**config.mk**
```make
export PLATFORM = sky130hd
export DESIGN_NAME = source_line_tokenizer_flat
export DESIGN_NICKNAME = d
export VERILOG_FILES = /design/src/rtl/slt_pkg.sv /design/src/rtl/slt_if.sv /design/src/rtl/slt_lexer.sv /design/src/rtl/slt_queue.sv /design/src/rtl/source_line_tokenizer.sv /design/src/flat_wrapper.sv
export SDC_FILE = /design/constraint.sdc
export NUM_CORES = 1
export LEC_CHECK = 0
export BUFFER_PORTS_ARGS = -buffer_cell sky130_fd_sc_hd__buf_2
export CORE_MARGIN = 5
export CORE_UTILIZATION = 50
export DETAILED_ROUTE_END_ITERATION = 12
export PLACE_DENSITY = 0.75
export SYNTH_ARGS = -nofsm -noshare
export SYNTH_HDL_FRONTEND = slang
export SYNTH_SLANG_ARGS = --single-unit
```
**constraint.sdc**
```tcl
create_clock -name clk -period 5.6 [get_ports clk]
set_clock_uncertainty 0.15 [all_clocks]
set_input_delay 0.28 -clock clk [delete_from_list [all_inputs] [get_ports clk]]
set_output_delay 0.28 -clock clk [all_outputs]
set_load 0.005 [all_outputs]
```
**src/rtl/slt_pkg.sv**
```systemverilog
`timescale 1ns / 1ps
// ----------------------------------------------------------------------------
// slt_pkg: shared types and constants of the source line tokenizer
// Result codes, token kinds, lexer modes and the result group that the lexer
// hands to the output queue.
// ----------------------------------------------------------------------------
package slt_pkg;

  localparam int LINE_W          = 16;  // width of the line field on the port
  localparam int DEF_LINE_BITS   = 16;  // default line counter width (8..32)
  localparam int DEF_QUEUE_DEPTH = 4;   // result groups in the output queue
  localparam int MAX_RES         = 3;   // results one request can cause

  typedef enum logic [1:0] {
    RW_BYTE      = 2'd0,
    RW_TOKEN_END = 2'd1,
    RW_ERROR     = 2'd2
  } what_t;

  typedef enum logic [2:0] {
    TK_STRING     = 3'd0,
    TK_IDENTIFIER = 3'd1,
    TK_INTEGER    = 3'd2,
    TK_FLOAT      = 3'd3,
    TK_OPERATOR   = 3'd4
  } kind_t;

  typedef enum logic {
    EC_UNCLOSED_STRING = 1'b0,
    EC_BAD_NUMBER      = 1'b1
  } err_t;

  typedef enum logic [2:0] {
    LM_IDLE  = 3'd0,
    LM_STR   = 3'd1,
    LM_ESC   = 3'd2,
    LM_IDENT = 3'd3,
    LM_INT   = 3'd4,
    LM_DOT   = 3'd5,
    LM_FRAC  = 3'd6,
    LM_OPP   = 3'd7
  } lex_mode_t;

  typedef struct packed {
    what_t       what;
    logic [7:0]  byte_res;
    kind_t       kind;
    err_t        err;
  } entry_t;

  // All results of one request share the line number seen on arrival.
  typedef struct packed {
    entry_t [MAX_RES-1:0] res;
    logic [1:0]           n;
    logic [LINE_W-1:0]    line;
  } group_t;

endpackage

```
**src/rtl/slt_if.sv**
```systemverilog
`timescale 1ns / 1ps
// ----------------------------------------------------------------------------
// slt_if: channel interfaces of the source line tokenizer
// Character request channel and result channel, valid/ready handshake.
// ----------------------------------------------------------------------------
interface slt_char_if;
  logic       valid;
  logic       ready;
  logic [7:0] ch;
  logic       end_of_line;

  modport source (output valid, ch, end_of_line, input ready);
  modport sink   (input valid, ch, end_of_line, output ready);
endinterface

interface slt_res_if;
  logic        valid;
  logic        ready;
  logic [1:0]  what;
  logic [7:0]  byte_res;
  logic [2:0]  token_kind;
  logic        error_code;
  logic [15:0] line;
  logic        last;

  modport source (output valid, what, byte_res, token_kind, error_code, line, last,
                  input ready);
  modport sink   (input valid, what, byte_res, token_kind, error_code, line, last,
                  output ready);
endinterface

```
**src/rtl/slt_lexer.sv**
```systemverilog
`timescale 1ns / 1ps
// ----------------------------------------------------------------------------
// slt_lexer: lexer state and single-pass step logic
// Holds mode, pending operator, line counter and halt flag; builds the
// result group of one accepted request.
// ----------------------------------------------------------------------------
module slt_lexer import slt_pkg::*; #(
  parameter int LINE_BITS = DEF_LINE_BITS
) (
  input  logic       clk,
  input  logic       rst,
  input  logic       accept,
  input  logic [7:0] ch,
  input  logic       end_of_line,
  output group_t     grp,
  output logic       halted
);

  localparam logic [7:0] CH_QUOTE  = 8'h22;
  localparam logic [7:0] CH_BSLASH = 8'h5C;
  localparam logic [7:0] CH_N      = 8'h6E;
  localparam logic [7:0] CH_T      = 8'h74;
  localparam logic [7:0] CH_DOT    = 8'h2E;
  localparam logic [7:0] CH_SPACE  = 8'h20;
  localparam logic [7:0] CH_BANG   = 8'h21;
  localparam logic [7:0] CH_EQ     = 8'h3D;
  localparam logic [7:0] CH_SLASH  = 8'h2F;
  localparam logic [7:0] CH_LF     = 8'h0A;
  localparam logic [7:0] CH_TAB    = 8'h09;
  localparam logic [LINE_BITS-1:0] LINE_MAX = {LINE_BITS{1'b1}};

  function automatic logic is_alpha(logic [7:0] c);
    return (c >= 8'h61 && c <= 8'h7A) || (c >= 8'h41 && c <= 8'h5A);
  endfunction

  function automatic logic is_digit(logic [7:0] c);
    return c >= 8'h30 && c <= 8'h39;
  endfunction

  // # ( ) { } / ? + - * = ! ,
  function automatic logic is_op(logic [7:0] c);
    return c == 8'h23 || c == 8'h28 || c == 8'h29 || c == 8'h7B || c == 8'h7D ||
           c == CH_SLASH || c == 8'h3F || c == 8'h2B || c == 8'h2D || c == 8'h2A ||
           c == CH_EQ || c == CH_BANG || c == 8'h2C;
  endfunction

  function automatic entry_t mk(what_t w, logic [7:0] b, kind_t k, err_t e);
    entry_t r;
    r.what     = w;
    r.byte_res = b;
    r.kind     = k;
    r.err      = e;
    return r;
  endfunction

  lex_mode_t            mode, mode_next;
  logic [7:0]           pend, pend_next;
  logic [LINE_BITS-1:0] line_count, line_next;
  logic                 halted_next;
  logic                 again;
  logic [1:0]           n;

  always_comb begin
    grp         = '0;
    n           = 2'd0;
    mode_next   = mode;
    pend_next   = pend;
    line_next   = line_count;
    halted_next = halted;
    again       = 1'b0;

    if (!halted) begin
      case (mode)
        LM_STR: begin
          if (end_of_line) begin
            grp.res[n] = mk(RW_ERROR, 8'd0, TK_STRING, EC_UNCLOSED_STRING); n = n + 2'd1;
            halted_next = 1'b1; mode_next = LM_IDLE;
          end else if (ch == CH_BSLASH) begin
            mode_next = LM_ESC;
          end else begin
            grp.res[n] = mk(RW_BYTE, ch, TK_STRING, EC_UNCLOSED_STRING); n = n + 2'd1;
            if (ch == CH_QUOTE) begin
              grp.res[n] = mk(RW_TOKEN_END, 8'd0, TK_STRING, EC_UNCLOSED_STRING);
              n = n + 2'd1;
              mode_next = LM_IDLE;
            end
          end
        end
        LM_ESC: begin
          if (!end_of_line && (ch == CH_BSLASH || ch == CH_QUOTE)) begin
            grp.res[n] = mk(RW_BYTE, ch, TK_STRING, EC_UNCLOSED_STRING); n = n + 2'd1;
            mode_next = LM_STR;
          end else if (!end_of_line && ch == CH_N) begin
            grp.res[n] = mk(RW_BYTE, CH_LF, TK_STRING, EC_UNCLOSED_STRING); n = n + 2'd1;
            mode_next = LM_STR;
          end else if (!end_of_line && ch == CH_T) begin
            grp.res[n] = mk(RW_BYTE, CH_TAB, TK_STRING, EC_UNCLOSED_STRING); n = n + 2'd1;
            mode_next = LM_STR;
          end else begin
            // bad escape or line end inside an escape
            grp.res[n] = mk(RW_ERROR, 8'd0, TK_STRING, EC_UNCLOSED_STRING); n = n + 2'd1;
            halted_next = 1'b1; mode_next = LM_IDLE;
          end
        end
        LM_IDENT: begin
          if (!end_of_line && (is_alpha(ch) || is_digit(ch))) begin
            grp.res[n] = mk(RW_BYTE, ch, TK_STRING, EC_UNCLOSED_STRING); n = n + 2'd1;
          end else begin
            grp.res[n] = mk(RW_TOKEN_END, 8'd0, TK_IDENTIFIER, EC_UNCLOSED_STRING);
            n = n + 2'd1;
            mode_next = LM_IDLE; again = 1'b1;
          end
        end
        LM_INT, LM_FRAC: begin
          if (end_of_line || ch == CH_SPACE) begin
            grp.res[n] = mk(RW_TOKEN_END, 8'd0,
                            (mode == LM_INT) ? TK_INTEGER : TK_FLOAT, EC_UNCLOSED_STRING);
            n = n + 2'd1;
            mode_next = LM_IDLE; again = 1'b1;
          end else if (is_digit(ch)) begin
            grp.res[n] = mk(RW_BYTE, ch, TK_STRING, EC_UNCLOSED_STRING); n = n + 2'd1;
          end else if (ch == CH_DOT && mode == LM_INT) begin
            mode_next = LM_DOT;
          end else begin
            grp.res[n] = mk(RW_ERROR, 8'd0, TK_STRING, EC_BAD_NUMBER); n = n + 2'd1;
            halted_next = 1'b1; mode_next = LM_IDLE;
          end
        end
        LM_DOT: begin
          if (!end_of_line && is_digit(ch)) begin
            grp.res[n] = mk(RW_BYTE, CH_DOT, TK_STRING, EC_UNCLOSED_STRING); n = n + 2'd1;
            grp.res[n] = mk(RW_BYTE, ch, TK_STRING, EC_UNCLOSED_STRING); n = n + 2'd1;
            mode_next = LM_FRAC;
          end else begin
            grp.res[n] = mk(RW_ERROR, 8'd0, TK_STRING, EC_BAD_NUMBER); n = n + 2'd1;
            halted_next = 1'b1; mode_next = LM_IDLE;
          end
        end
        LM_OPP: begin
          if (!end_of_line &&
              ((ch == CH_EQ && (pend == CH_BANG || pend == CH_EQ)) ||
               (ch == CH_SLASH && pend == CH_SLASH))) begin
            grp.res[n] = mk(RW_BYTE, ch, TK_STRING, EC_UNCLOSED_STRING); n = n + 2'd1;
            grp.res[n] = mk(RW_TOKEN_END, 8'd0, TK_OPERATOR, EC_UNCLOSED_STRING);
            n = n + 2'd1;
            mode_next = LM_IDLE;
          end else begin
            grp.res[n] = mk(RW_TOKEN_END, 8'd0, TK_OPERATOR, EC_UNCLOSED_STRING);
            n = n + 2'd1;
            mode_next = LM_IDLE; again = 1'b1;
          end
        end
        default: begin
          mode_next = LM_IDLE;
          again     = 1'b1;
        end
      endcase

      // idle handling, also for the byte that closed a previous token
      if (again) begin
        if (end_of_line) begin
          if (line_count != LINE_MAX) begin
            line_next = line_count + 1'b1;
          end
        end else if (ch == CH_QUOTE) begin
          grp.res[n] = mk(RW_BYTE, ch, TK_STRING, EC_UNCLOSED_STRING); n = n + 2'd1;
          mode_next = LM_STR;
        end else if (is_alpha(ch)) begin
          grp.res[n] = mk(RW_BYTE, ch, TK_STRING, EC_UNCLOSED_STRING); n = n + 2'd1;
          mode_next = LM_IDENT;
        end else if (is_digit(ch)) begin
          grp.res[n] = mk(RW_BYTE, ch, TK_STRING, EC_UNCLOSED_STRING); n = n + 2'd1;
          mode_next = LM_INT;
        end else if (is_op(ch)) begin
          grp.res[n] = mk(RW_BYTE, ch, TK_STRING, EC_UNCLOSED_STRING); n = n + 2'd1;
          if (ch == CH_BANG || ch == CH_SLASH || ch == CH_EQ) begin
            pend_next = ch;
            mode_next = LM_OPP;
          end else begin
            grp.res[n] = mk(RW_TOKEN_END, 8'd0, TK_OPERATOR, EC_UNCLOSED_STRING);
            n = n + 2'd1;
          end
        end
      end
    end

    grp.n    = n;
    grp.line = LINE_W'(line_count);
  end

  always_ff @(posedge clk) begin
    if (rst) begin
      mode       <= LM_IDLE;
      pend       <= 8'd0;
      line_count <= LINE_BITS'(1);
      halted     <= 1'b0;
    end else if (accept) begin
      mode       <= mode_next;
      pend       <= pend_next;
      line_count <= line_next;
      halted     <= halted_next;
    end
  end

endmodule

```
**src/rtl/slt_queue.sv**
```systemverilog
`timescale 1ns / 1ps
// ----------------------------------------------------------------------------
// slt_queue: result group queue and unpacker
// Stores whole result groups and sends their results one per cycle while the
// result side is ready. DEPTH must be a power of two.
// ----------------------------------------------------------------------------
module slt_queue import slt_pkg::*; #(
  parameter int DEPTH = DEF_QUEUE_DEPTH
) (
  input  logic         clk,
  input  logic         rst,
  input  logic         push,
  input  group_t       push_grp,
  output logic         space,
  slt_res_if.source    res
);

  localparam int PTR_W = $clog2(DEPTH);
  localparam int CNT_W = $clog2(DEPTH + 1);

  group_t             mem [DEPTH];
  logic [PTR_W-1:0]   wr_ptr, rd_ptr;
  logic [CNT_W-1:0]   level;
  logic [1:0]         sub;
  group_t             head;
  entry_t             cur;
  logic               take, pop, at_last;

  assign head    = mem[rd_ptr];
  assign cur     = head.res[sub];
  assign at_last = (sub == head.n - 2'd1);
  assign take    = res.valid && res.ready;
  assign pop     = take && at_last;
  assign space   = (level != CNT_W'(DEPTH));

  assign res.valid      = (level != '0);
  assign res.what       = cur.what;
  assign res.byte_res   = cur.byte_res;
  assign res.token_kind = cur.kind;
  assign res.error_code = cur.err;
  assign res.line       = head.line;
  assign res.last       = at_last;

  always_ff @(posedge clk) begin
    if (push) begin
      mem[wr_ptr] <= push_grp;
    end
  end

  always_ff @(posedge clk) begin
    if (rst) begin
      wr_ptr <= '0;
      rd_ptr <= '0;
      level  <= '0;
      sub    <= 2'd0;
    end else begin
      if (push) begin
        wr_ptr <= wr_ptr + 1'b1;
      end
      if (pop) begin
        rd_ptr <= rd_ptr + 1'b1;
        sub    <= 2'd0;
      end else if (take) begin
        sub <= sub + 2'd1;
      end
      case ({push, pop})
        2'b10:   level <= level + 1'b1;
        2'b01:   level <= level - 1'b1;
        default: level <= level;
      endcase
    end
  end

endmodule

```
**src/rtl/source_line_tokenizer.sv**
```systemverilog
`timescale 1ns / 1ps
// An accepted request's result group is registered in the queue together with the
//   lexer state update. Throughput: one character request per cycle; results
//   drain one per cycle while res_ch.ready is high, so requests that cause two or
//   three results stall the input once the queue fills.
// Reset (synchronous, rst high): lexer idle, line number 1, halt flag clear,
//   queue empty. No clearing pass; the block takes requests right after reset.
// ----------------------------------------------------------------------------
// source_line_tokenizer: streaming lexer for line-oriented source text
// Consumes one byte or end-of-line mark per request and emits content bytes,
// token ends (kind + line) and error results.
// ----------------------------------------------------------------------------
module source_line_tokenizer import slt_pkg::*; #(
  parameter int LINE_BITS   = DEF_LINE_BITS,
  parameter int QUEUE_DEPTH = DEF_QUEUE_DEPTH
) (
  input  logic        clk,
  input  logic        rst,
  slt_char_if.sink    char_ch,
  slt_res_if.source   res_ch
);

  // The lexer step is a single combinational pass from the request and the
  // current lexer state; its result group (up to three results) is written
  // into the queue at the same edge that updates the state. The queue
  // registers the results and hands them out one per cycle, so the input
  // keeps flowing while the result side is stalled, until the queue is full.

  group_t grp;
  logic   lex_halted;
  logic   space;
  logic   accept;

  // Ready depends only on queue room, never on the lexer mode.
  assign char_ch.ready = space;
  assign accept        = char_ch.valid && char_ch.ready;

  slt_lexer #(
    .LINE_BITS (LINE_BITS)
  ) u_lexer (
    .clk         (clk),
    .rst         (rst),
    .accept      (accept),
    .ch          (char_ch.ch),
    .end_of_line (char_ch.end_of_line),
    .grp         (grp),
    .halted      (lex_halted)
  );

  // Requests that cause no result (spaces and line ends while idle, escape
  // lead-ins, anything after an error) leave the queue alone.
  slt_queue #(
    .DEPTH (QUEUE_DEPTH)
  ) u_queue (
    .clk      (clk),
    .rst      (rst),
    .push     (accept && (grp.n != 2'd0)),
    .push_grp (grp),
    .space    (space),
    .res      (res_ch)
  );

  // Once halted, the lexer produces nothing more.
  a_halt_silent: assert property (@(posedge clk) disable iff (rst)
    (accept && lex_halted) |-> (grp.n == 2'd0))
    else $error("lexer produced results while halted");

  // An error is queued in the same edge that sets the halt flag.
  a_err_halted: assert property (@(posedge clk) disable iff (rst)
    (res_ch.valid && res_ch.what == RW_ERROR) |-> lex_halted)
    else $error("error result seen without halt flag");

  // An error is always the final result of its request.
  a_err_last: assert property (@(posedge clk) disable iff (rst)
    (res_ch.valid && res_ch.what == RW_ERROR) |-> res_ch.last)
    else $error("error result not marked last");

  // A request that reaches the halt state must have queued an error.
  a_halt_cause: assert property (@(posedge clk) disable iff (rst)
    (accept && !lex_halted) ##1 lex_halted |-> $past(grp.n != 2'd0))
    else $error("halt without an error result");

endmodule
```
**src/flat_wrapper.sv**
```systemverilog
// flat-port wrapper written by rule: the top's interface ports become plain ports
module source_line_tokenizer_flat import slt_pkg::*;
#(
  parameter int LINE_BITS   = DEF_LINE_BITS,
  parameter int QUEUE_DEPTH = DEF_QUEUE_DEPTH
)
  (clk, rst, char_ch_valid, char_ch_ch, char_ch_end_of_line, char_ch_ready, res_ch_valid, res_ch_what, res_ch_byte_res, res_ch_token_kind, res_ch_error_code, res_ch_line, res_ch_last, res_ch_ready);
  slt_char_if char_ch_i ();
  slt_res_if res_ch_i ();
  input  logic clk;
  input  logic rst;
  input wire logic [$bits(char_ch_i.valid)-1:0] char_ch_valid;
  input wire logic [$bits(char_ch_i.ch)-1:0] char_ch_ch;
  input wire logic [$bits(char_ch_i.end_of_line)-1:0] char_ch_end_of_line;
  output wire logic [$bits(char_ch_i.ready)-1:0] char_ch_ready;
  output wire logic [$bits(res_ch_i.valid)-1:0] res_ch_valid;
  output wire logic [$bits(res_ch_i.what)-1:0] res_ch_what;
  output wire logic [$bits(res_ch_i.byte_res)-1:0] res_ch_byte_res;
  output wire logic [$bits(res_ch_i.token_kind)-1:0] res_ch_token_kind;
  output wire logic [$bits(res_ch_i.error_code)-1:0] res_ch_error_code;
  output wire logic [$bits(res_ch_i.line)-1:0] res_ch_line;
  output wire logic [$bits(res_ch_i.last)-1:0] res_ch_last;
  input wire logic [$bits(res_ch_i.ready)-1:0] res_ch_ready;
  assign char_ch_i.valid = char_ch_valid;
  assign char_ch_i.ch = char_ch_ch;
  assign char_ch_i.end_of_line = char_ch_end_of_line;
  assign char_ch_ready = char_ch_i.ready;
  assign res_ch_valid = res_ch_i.valid;
  assign res_ch_what = res_ch_i.what;
  assign res_ch_byte_res = res_ch_i.byte_res;
  assign res_ch_token_kind = res_ch_i.token_kind;
  assign res_ch_error_code = res_ch_i.error_code;
  assign res_ch_line = res_ch_i.line;
  assign res_ch_last = res_ch_i.last;
  assign res_ch_i.ready = res_ch_ready;
  source_line_tokenizer #(.LINE_BITS(LINE_BITS), .QUEUE_DEPTH(QUEUE_DEPTH)) u_core (.clk(clk), .rst(rst), .char_ch(char_ch_i), .res_ch(res_ch_i));
endmodule
```
After elaboration in Yosys (flattened, before gate mapping)
Memory sizes are Yosys's and may differ from the RTL's. A register that Yosys moved wholly into a read port is not among the register bits. Cells that the tools add are included.

Register bits after elaboration: 37. RAM bits: 240. Logic and storage cells: 212. Memories: 1.

Add/sub/neg operators: 9. $lt $le $gt $ge: 11. Eq/ne operators: 34. Multiplexer cells: 92. Bitwise logic cells: 8. Reductions and logical operators: 49.

Memory list: u_core.u_queue.mem (words 4, bits a word 60, read ports 1, clocked after memory_dff 1, write ports 1, line slt_queue.sv:21) `group_t mem [DEPTH];`.

Operators by type and width (count): two-way mux 42 bit (8); two-way mux 14 bit (14); == test 8 x 6 -> 1 bit, second input constant (17); case mux 14 bit (6 select lines) (1); demux 14 bit (select 2 bit) (2); two-way mux 13 bit (4); two-way mux 3 bit (15); bitwise mux 42 bit (1); case mux 14 bit (3 select lines) (1); == test 8 x 7 -> 1 bit, second input constant (5); AND 36 bit (1); inverter 36 bit (1); two-way mux 2 bit (16); binary-select mux 14 bit (select 2 bit) (1); two-way mux 27 bit (1); two-way mux 1 bit (22); logical OR 1 bit (20); logical AND 1 bit (18); adder 16 x 1 -> 16 bit, second input constant (1); >= comparator 8 x 7 -> 1 bit, second input constant (2); less-or-equal comparator 8 x 7 -> 1 bit, second input constant (2); != test 16 bit, second input constant (1); case mux 3 bit (5 select lines) (1); == test 3 bit, second input constant (4); other kinds (28) (44).

Longest topological paths before layout
Depth in word-level cells: 24. Mapped depth: 20. Gate-level depth less buffers: 18.

By module
Synthesis repeated with hierarchy kept, for this count alone.

Cells, all modules: 785. Area total of the unflattened synthesis: 12194.2 um^2.

By module, submodules not included: slt_queue (times used 1, cells each 434, area each 9593.0 um^2); slt_lexer (times used 1, cells each 349, area each 2585.0 um^2); source_line_tokenizer (times used 1, cells each 2, area each 16.3 um^2).

Worst setup path after synthesis
OpenSTA, ideal clock, no wires.

Path type: input port to flip-flop. From: in char_ch_ch[1]. To: mem u_core.u_queue.mem[0][0] (netlist name) (enable). Data arrival time: 3.704 ns. Path slack: 1.332 ns. Stages on the path: 14. Buffers on the path: 2. Cells stage by stage: buf_2 -> nor4_1 -> a21oi_1 -> a31oi_1 -> nor2_1 -> and4_1 -> clkbuf_1 -> inv_1 -> ha_1 -> or3_1 -> mux2i_1 -> a22o_1 -> a21oi_2 -> and2_1.

Longest elaborated chain between the ends: 24. Elaborated cells between the ends (all ways): 79.

RTL lines: start: declaration (line flat_wrapper.sv:13) `input wire logic [$bits(char_ch_i.ch)-1:0] char_ch_ch;`; parallel branches: the longest is 18 deep, another holds >= comparator 8 x 6 -> 1 bit; two-way mux 2 bit * (line slt_lexer.sv:160) `if (again) begin`; two-way mux 2 bit * (line slt_lexer.sv:72) `if (!halted) begin`; nonzero test 2 bit * (line source_line_tokenizer.sv:57) `.push (accept && (grp.n != 2'd0)),`; logical AND 1 bit * (line source_line_tokenizer.sv:57); two-way mux 1 bit * (line slt_queue.sv:45) `if (push) begin`; two-way mux 1 bit (not written as such) * (line slt_queue.sv:46) `mem[wr_ptr] <= push_grp;`; end: declaration (line slt_queue.sv:21).

Mark *: on every way between the ends. The select of a mux whose other input is x is not followed.

Worst setup path after layout
From: reg u_core.u_lexer.mode[0]. To: reg u_core.u_queue.level[2].

Longest elaborated chain between the ends: 21. Elaborated cells between the ends (all ways): 34.

RTL lines: start: declaration (line slt_lexer.sv:56) `lex_mode_t mode, mode_next;`; start signal: assignment (line slt_lexer.sv:198) `mode <= mode_next;`; == test 3 bit (line slt_lexer.sv:73, slt_lexer.sv:122); logical AND 1 bit (line slt_lexer.sv:122) `end else if (ch == CH_DOT && mode == LM_INT) begin`; two-way mux 1 bit (line slt_lexer.sv:122); two-way mux 1 bit (line slt_lexer.sv:120) `end else if (is_digit(ch)) begin`; two-way mux 1 bit (line slt_lexer.sv:115) `if (end_of_line || ch == CH_SPACE) begin`; case mux 2 bit (5 select lines) (line slt_lexer.sv:73) `case (mode)`; two-way mux 2 bit (line slt_lexer.sv:72); adder 2 x 1 -> 2 bit; (+5 left out); two-way mux 2 bit (line slt_lexer.sv:165) `end else if (ch == CH_QUOTE) begin`; two-way mux 2 bit (line slt_lexer.sv:161) `if (end_of_line) begin`; two-way mux 2 bit * (line slt_lexer.sv:160); two-way mux 2 bit * (line slt_lexer.sv:72); nonzero test 2 bit * (line source_line_tokenizer.sv:57); logical AND 1 bit * (line source_line_tokenizer.sv:57); == test 2 x 1 -> 1 bit / == test 2 bit (equally long branches) (line slt_queue.sv:66) `case ({push, pop})`; case mux 3 bit (2 select lines) / nonzero test 2 bit (equally long branches); end signal: assignment (line slt_queue.sv:67) `2'b10: level <= level + 1'b1;`; end signal: assignment (line slt_queue.sv:68) `2'b01: level <= level - 1'b1;`; end signal: assignment (line slt_queue.sv:69) `default: level <= level;`; end: declaration (line slt_queue.sv:23) `logic [CNT_W-1:0] level;`.

Every way passes the cells marked *; elsewhere a longest branch is shown, timed or not. The select of a mux whose other input is x is not followed. A chain may end at the register's enable or synchronous reset.

==> flow_summary_export.csv <==
group,metric,value,unit
floorplanning,core-area,21000,sq um
logic_synthesis,netlist_instances,713,
floorplanning,die_w,156,microns
placed_design,finalWeightedCongestion,0.950,
drt,ant_nets,0,
global_routing,grt_pass1_wl,34700,microns
critical_path,critPathMaxFanout,12,
sta,worst_slew_pin_slew,0.991,ns
clock_network,root_buffer,"clkbuf_16",
placed_design,dpl.hpwl,14200,microns
logic_synthesis,synth_edf_count,204,
sta,fmax,0.231,GHz
power,ir_drop,235,uV
clock_network,clkLatencyLatePin,0.50,ns
placed_design,io_buffers,45,
floorplanning,rows,53,
logic_synthesis,synthXorXnorAreaFrac,1.73,%
drt,firstDrtPassIters,5,
global_routing,grt_usage,18.1,%
logic_synthesis,synth-compound-area-share,6.15,%
sta,slew_violations,0,
drt,viasPerCell,5.77,
drt,wirelength,21500,microns
logic_synthesis,synthMuxAreaShare,12.3,%
sta,slew-limit-headroom,33.4,%
clock_network,cts_post_setup_buffers_inserted,0,
clock_network,path_clk_slew,0.06,ns
drt,drt-initial-drc-count,489,
drt,wire_per_inst,20.3,microns
drt,route.detailed.drc,0,
min_path,whs_path_depth,4,
status,status,"completed",
global_routing,grt_max_degree,40,
logic_synthesis,synth_top_family_by_area,"multiplexers",
floorplanning,dieArea,24300,sq um
sta,fin_crit,4.32,ns
critical_path,end_kind,"register",
logic_synthesis,synth_adder_area_share,1.48,%
logic_synthesis,ys_seq_area_share,64.9,%
logic_synthesis,syn_avg_cell_area,14.9,sq um
global_routing,grt.overflow.total,0,
logic_synthesis,synthTopCellsByArea,"edfxtp_1, mux4_2, dfxtp_1, nor2_1, and2_1",
logic_synthesis,synth-main-ff-cell,"edfxtp_1",
logic_synthesis,ys_types,73,
power,cellPowerDensity,330,nW/um^2
sta,setup-tns-final,0,ns
layout,nets,791,
sta,final-setup-viol-count,0,
flow_run,drv_cap,0,
layout,synthToLayoutAreaGrowth,12.0,%
sta,grt_setup_unrepaired,"no",
clock_network,cts_tree,"built",
drt,vias,6102,
power,p_leak,4.22,nW
logic_synthesis,yosys.area.top_type,"edfxtp_1",
floorplanning,die_y,156,microns
logic_synthesis,yosys.area_share.simple,10.8,%
logic_synthesis,yosys-top-cells-count,"edfxtp_1, mux4_2, nor2_1",
sta,worst_slack,1.28,ns
min_path,hold_path.class,"in -> reg",
critical_path,worstSetupStartpointType,"register",
logic_synthesis,async_reset_ff_share,0,%
logic_synthesis,synthDominantCellAreaShare,57.6,%
layout,seqCellArea,6910,sq um
global_routing,grt_pass1_vias,6286,
critical_path,criticalPathCategory,"reg -> reg",
logic_synthesis,yosysWarnings,0,
logic_synthesis,ys_seq_elements,243,
global_routing,antenna_found_initial,0,
critical_path,arrival,4.60,ns
clock_network,htreeDepth,1,
clock_network,cts.sinks,243,
clock_network,cts_buffer_depth,3,
placed_design,place_ws,0.972,ns
sta,period_share,77.2,%
logic_synthesis,synthesis.area,10600,sq um
layout,multi_input_area,3490,sq um
layout,diodes,0,
critical_path,worst-r2r-cell-count,17,
floorplanning,start_util,50.6,%
clock_network,numCtsBuffers,23,
floorplanning,ios,46,
logic_synthesis,synth.most_common_cell,"edfxtp_1",
critical_path,required,5.87,ns
layout,nFillCells,1617,
sta,hold_violations,0,
layout,drive_gt1_share,21.0,%
cells by family after synthesis:
logic type	count (synthesis)
other	1
multiplexers	67
flip-flops	243
XOR/XNOR	21
adder cells (fa/ha/maj)	12
buffers and inverters	66
AND/OR/NAND/NOR	210
AO/OA/AOI/OAI	93
state kept, by name, indices dropped and copies added, names as in the netlist, named ones only:
signal,cells
u_core.u_lexer.halted,1
u_core.u_lexer.line_count,16
u_core.u_lexer.mode,3
u_core.u_lexer.pend,8
u_core.u_queue.level,3
u_core.u_queue.mem,204
u_core.u_queue.rd_ptr,2
u_core.u_queue.sub,2
u_core.u_queue.wr_ptr,2
layer usage:
| layer | wire (microns) | part of all wire [%] | track usage, % |
|---|---|---|---|
| met1 | 9630 | 45 | 26.3 |
| met2 | 10300 | 48 | 29.7 |
| met3 | 1280 | 5.9 | 2.52 |
| met4 | 323 | 1.5 | 3.79 |
| met5 | 0 | 0 | 0 |
path summary, 6_finish.rpt:
check / end / slack [ns] / start
max: u_core.u_queue.level[2]$_SDFFE_PP0P_ / 1.28 / u_core.u_lexer.mode[0]$_SDFFE_PP0P_
min: u_core.u_queue.sub[0]$_SDFFE_PP0P_ / 0.07 / res_ch_ready
max reg2reg: u_core.u_queue.level[2]$_SDFFE_PP0P_ / 1.28 / u_core.u_lexer.mode[0]$_SDFFE_PP0P_
min reg2reg: u_core.u_lexer.pend[5]$_SDFFE_PP0P_ / 0.30 / u_core.u_lexer.pend[5]$_SDFFE_PP0P_
area by class of cell:
type	count	area share [%]
tap	275	2.89
timing repair buffer	59	2.79
inverter	28	0.882
sequential	243	58.0
clock buffer	25	4.89
clock inverter	16	1.31
multi-input combinational	411	29.3
where the power goes:
| part | total (mW) | internal, mW | switching, mW |
|---|---|---|---|
| Clock | 1.53 | 0.892 | 0.636 |
| Sequential | 2.05 | 2.02 | 0.0307 |
| Combinational | 0.355 | 0.150 | 0.205 |
| Total | 3.93 | 3.06 | 0.872 |
worst max-delay path, stage by stage, from the launching register on:
cell and delay [ns]:
dfxtp_1 0.54, nor2b_1 0.31, nand3_1 0.17, nor2_1 0.26, nand2_1 0.15, and3_1 0.26
ha_1 0.24, or3_1 0.37, mux2i_1 0.13, a22o_1 0.19, a21oi_2 0.11, inv_1 0.08
ha_1 0.18, inv_1 0.07, fa_1 0.43, xor2_1 0.15, or3_1 0.30, a21oi_1 0.13
layout by cell type, fill, tap and decap left out, types with 7 or more instances in the layout:
master | Yosys | routed
inv_1 | 28 | 28
clkbuf_16 | 0 | 23
mux4_2 | 51 | 51
edfxtp_1 | 204 | 204
xor2_1 | 14 | 14
a21oi_1 | 24 | 24
and3_1 | 7 | 7
nor2_1 | 50 | 50
xnor2_1 | 7 | 7
nor3_1 | 11 | 11
dfxtp_1 | 39 | 37
ha_1 | 11 | 11
nand2_1 | 37 | 37
nand2b_1 | 12 | 12
conb_1 | 1 | 8
nor2b_1 | 9 | 9
o21ai_0 | 17 | 17
buf_2 | 7 | 45
buf_4 | 0 | 13
nor3b_1 | 8 | 8
clkinv_1 | 0 | 7
mux2i_1 | 15 | 15
nand3_1 | 19 | 19
o22ai_1 | 10 | 10
and2_1 | 24 | 20
metrics by stage:
step | instance area, sq um | total power [mW] | hold WS [ns] | std cells | util, %
2_1_floorplan | 10700 | 2.32 | 0.271 | 720 | -
5_1_grt | 11900 | 4.08 | 0.103 | 1057 | 56.7
6_report | 11900 | 3.93 | 0.0668 | 1057 | 56.7
3_3_place_gp | 11200 | 2.43 | 0.282 | 1015 | 53.1
3_5_place_dp | 11200 | 2.44 | 0.292 | 1015 | 53.1
4_1_cts | 11900 | 3.96 | 0.0526 | 1057 | 56.7
what timing repair did:
action | 4_1_cts | 5_1_grt
hold buffers | 1 | 0
endpoints found under the setup margin | 0 | 0
endpoints found under the hold margin | 1 | 0
resized for setup | 0 | 0
(Power assumes the default switching activity.)
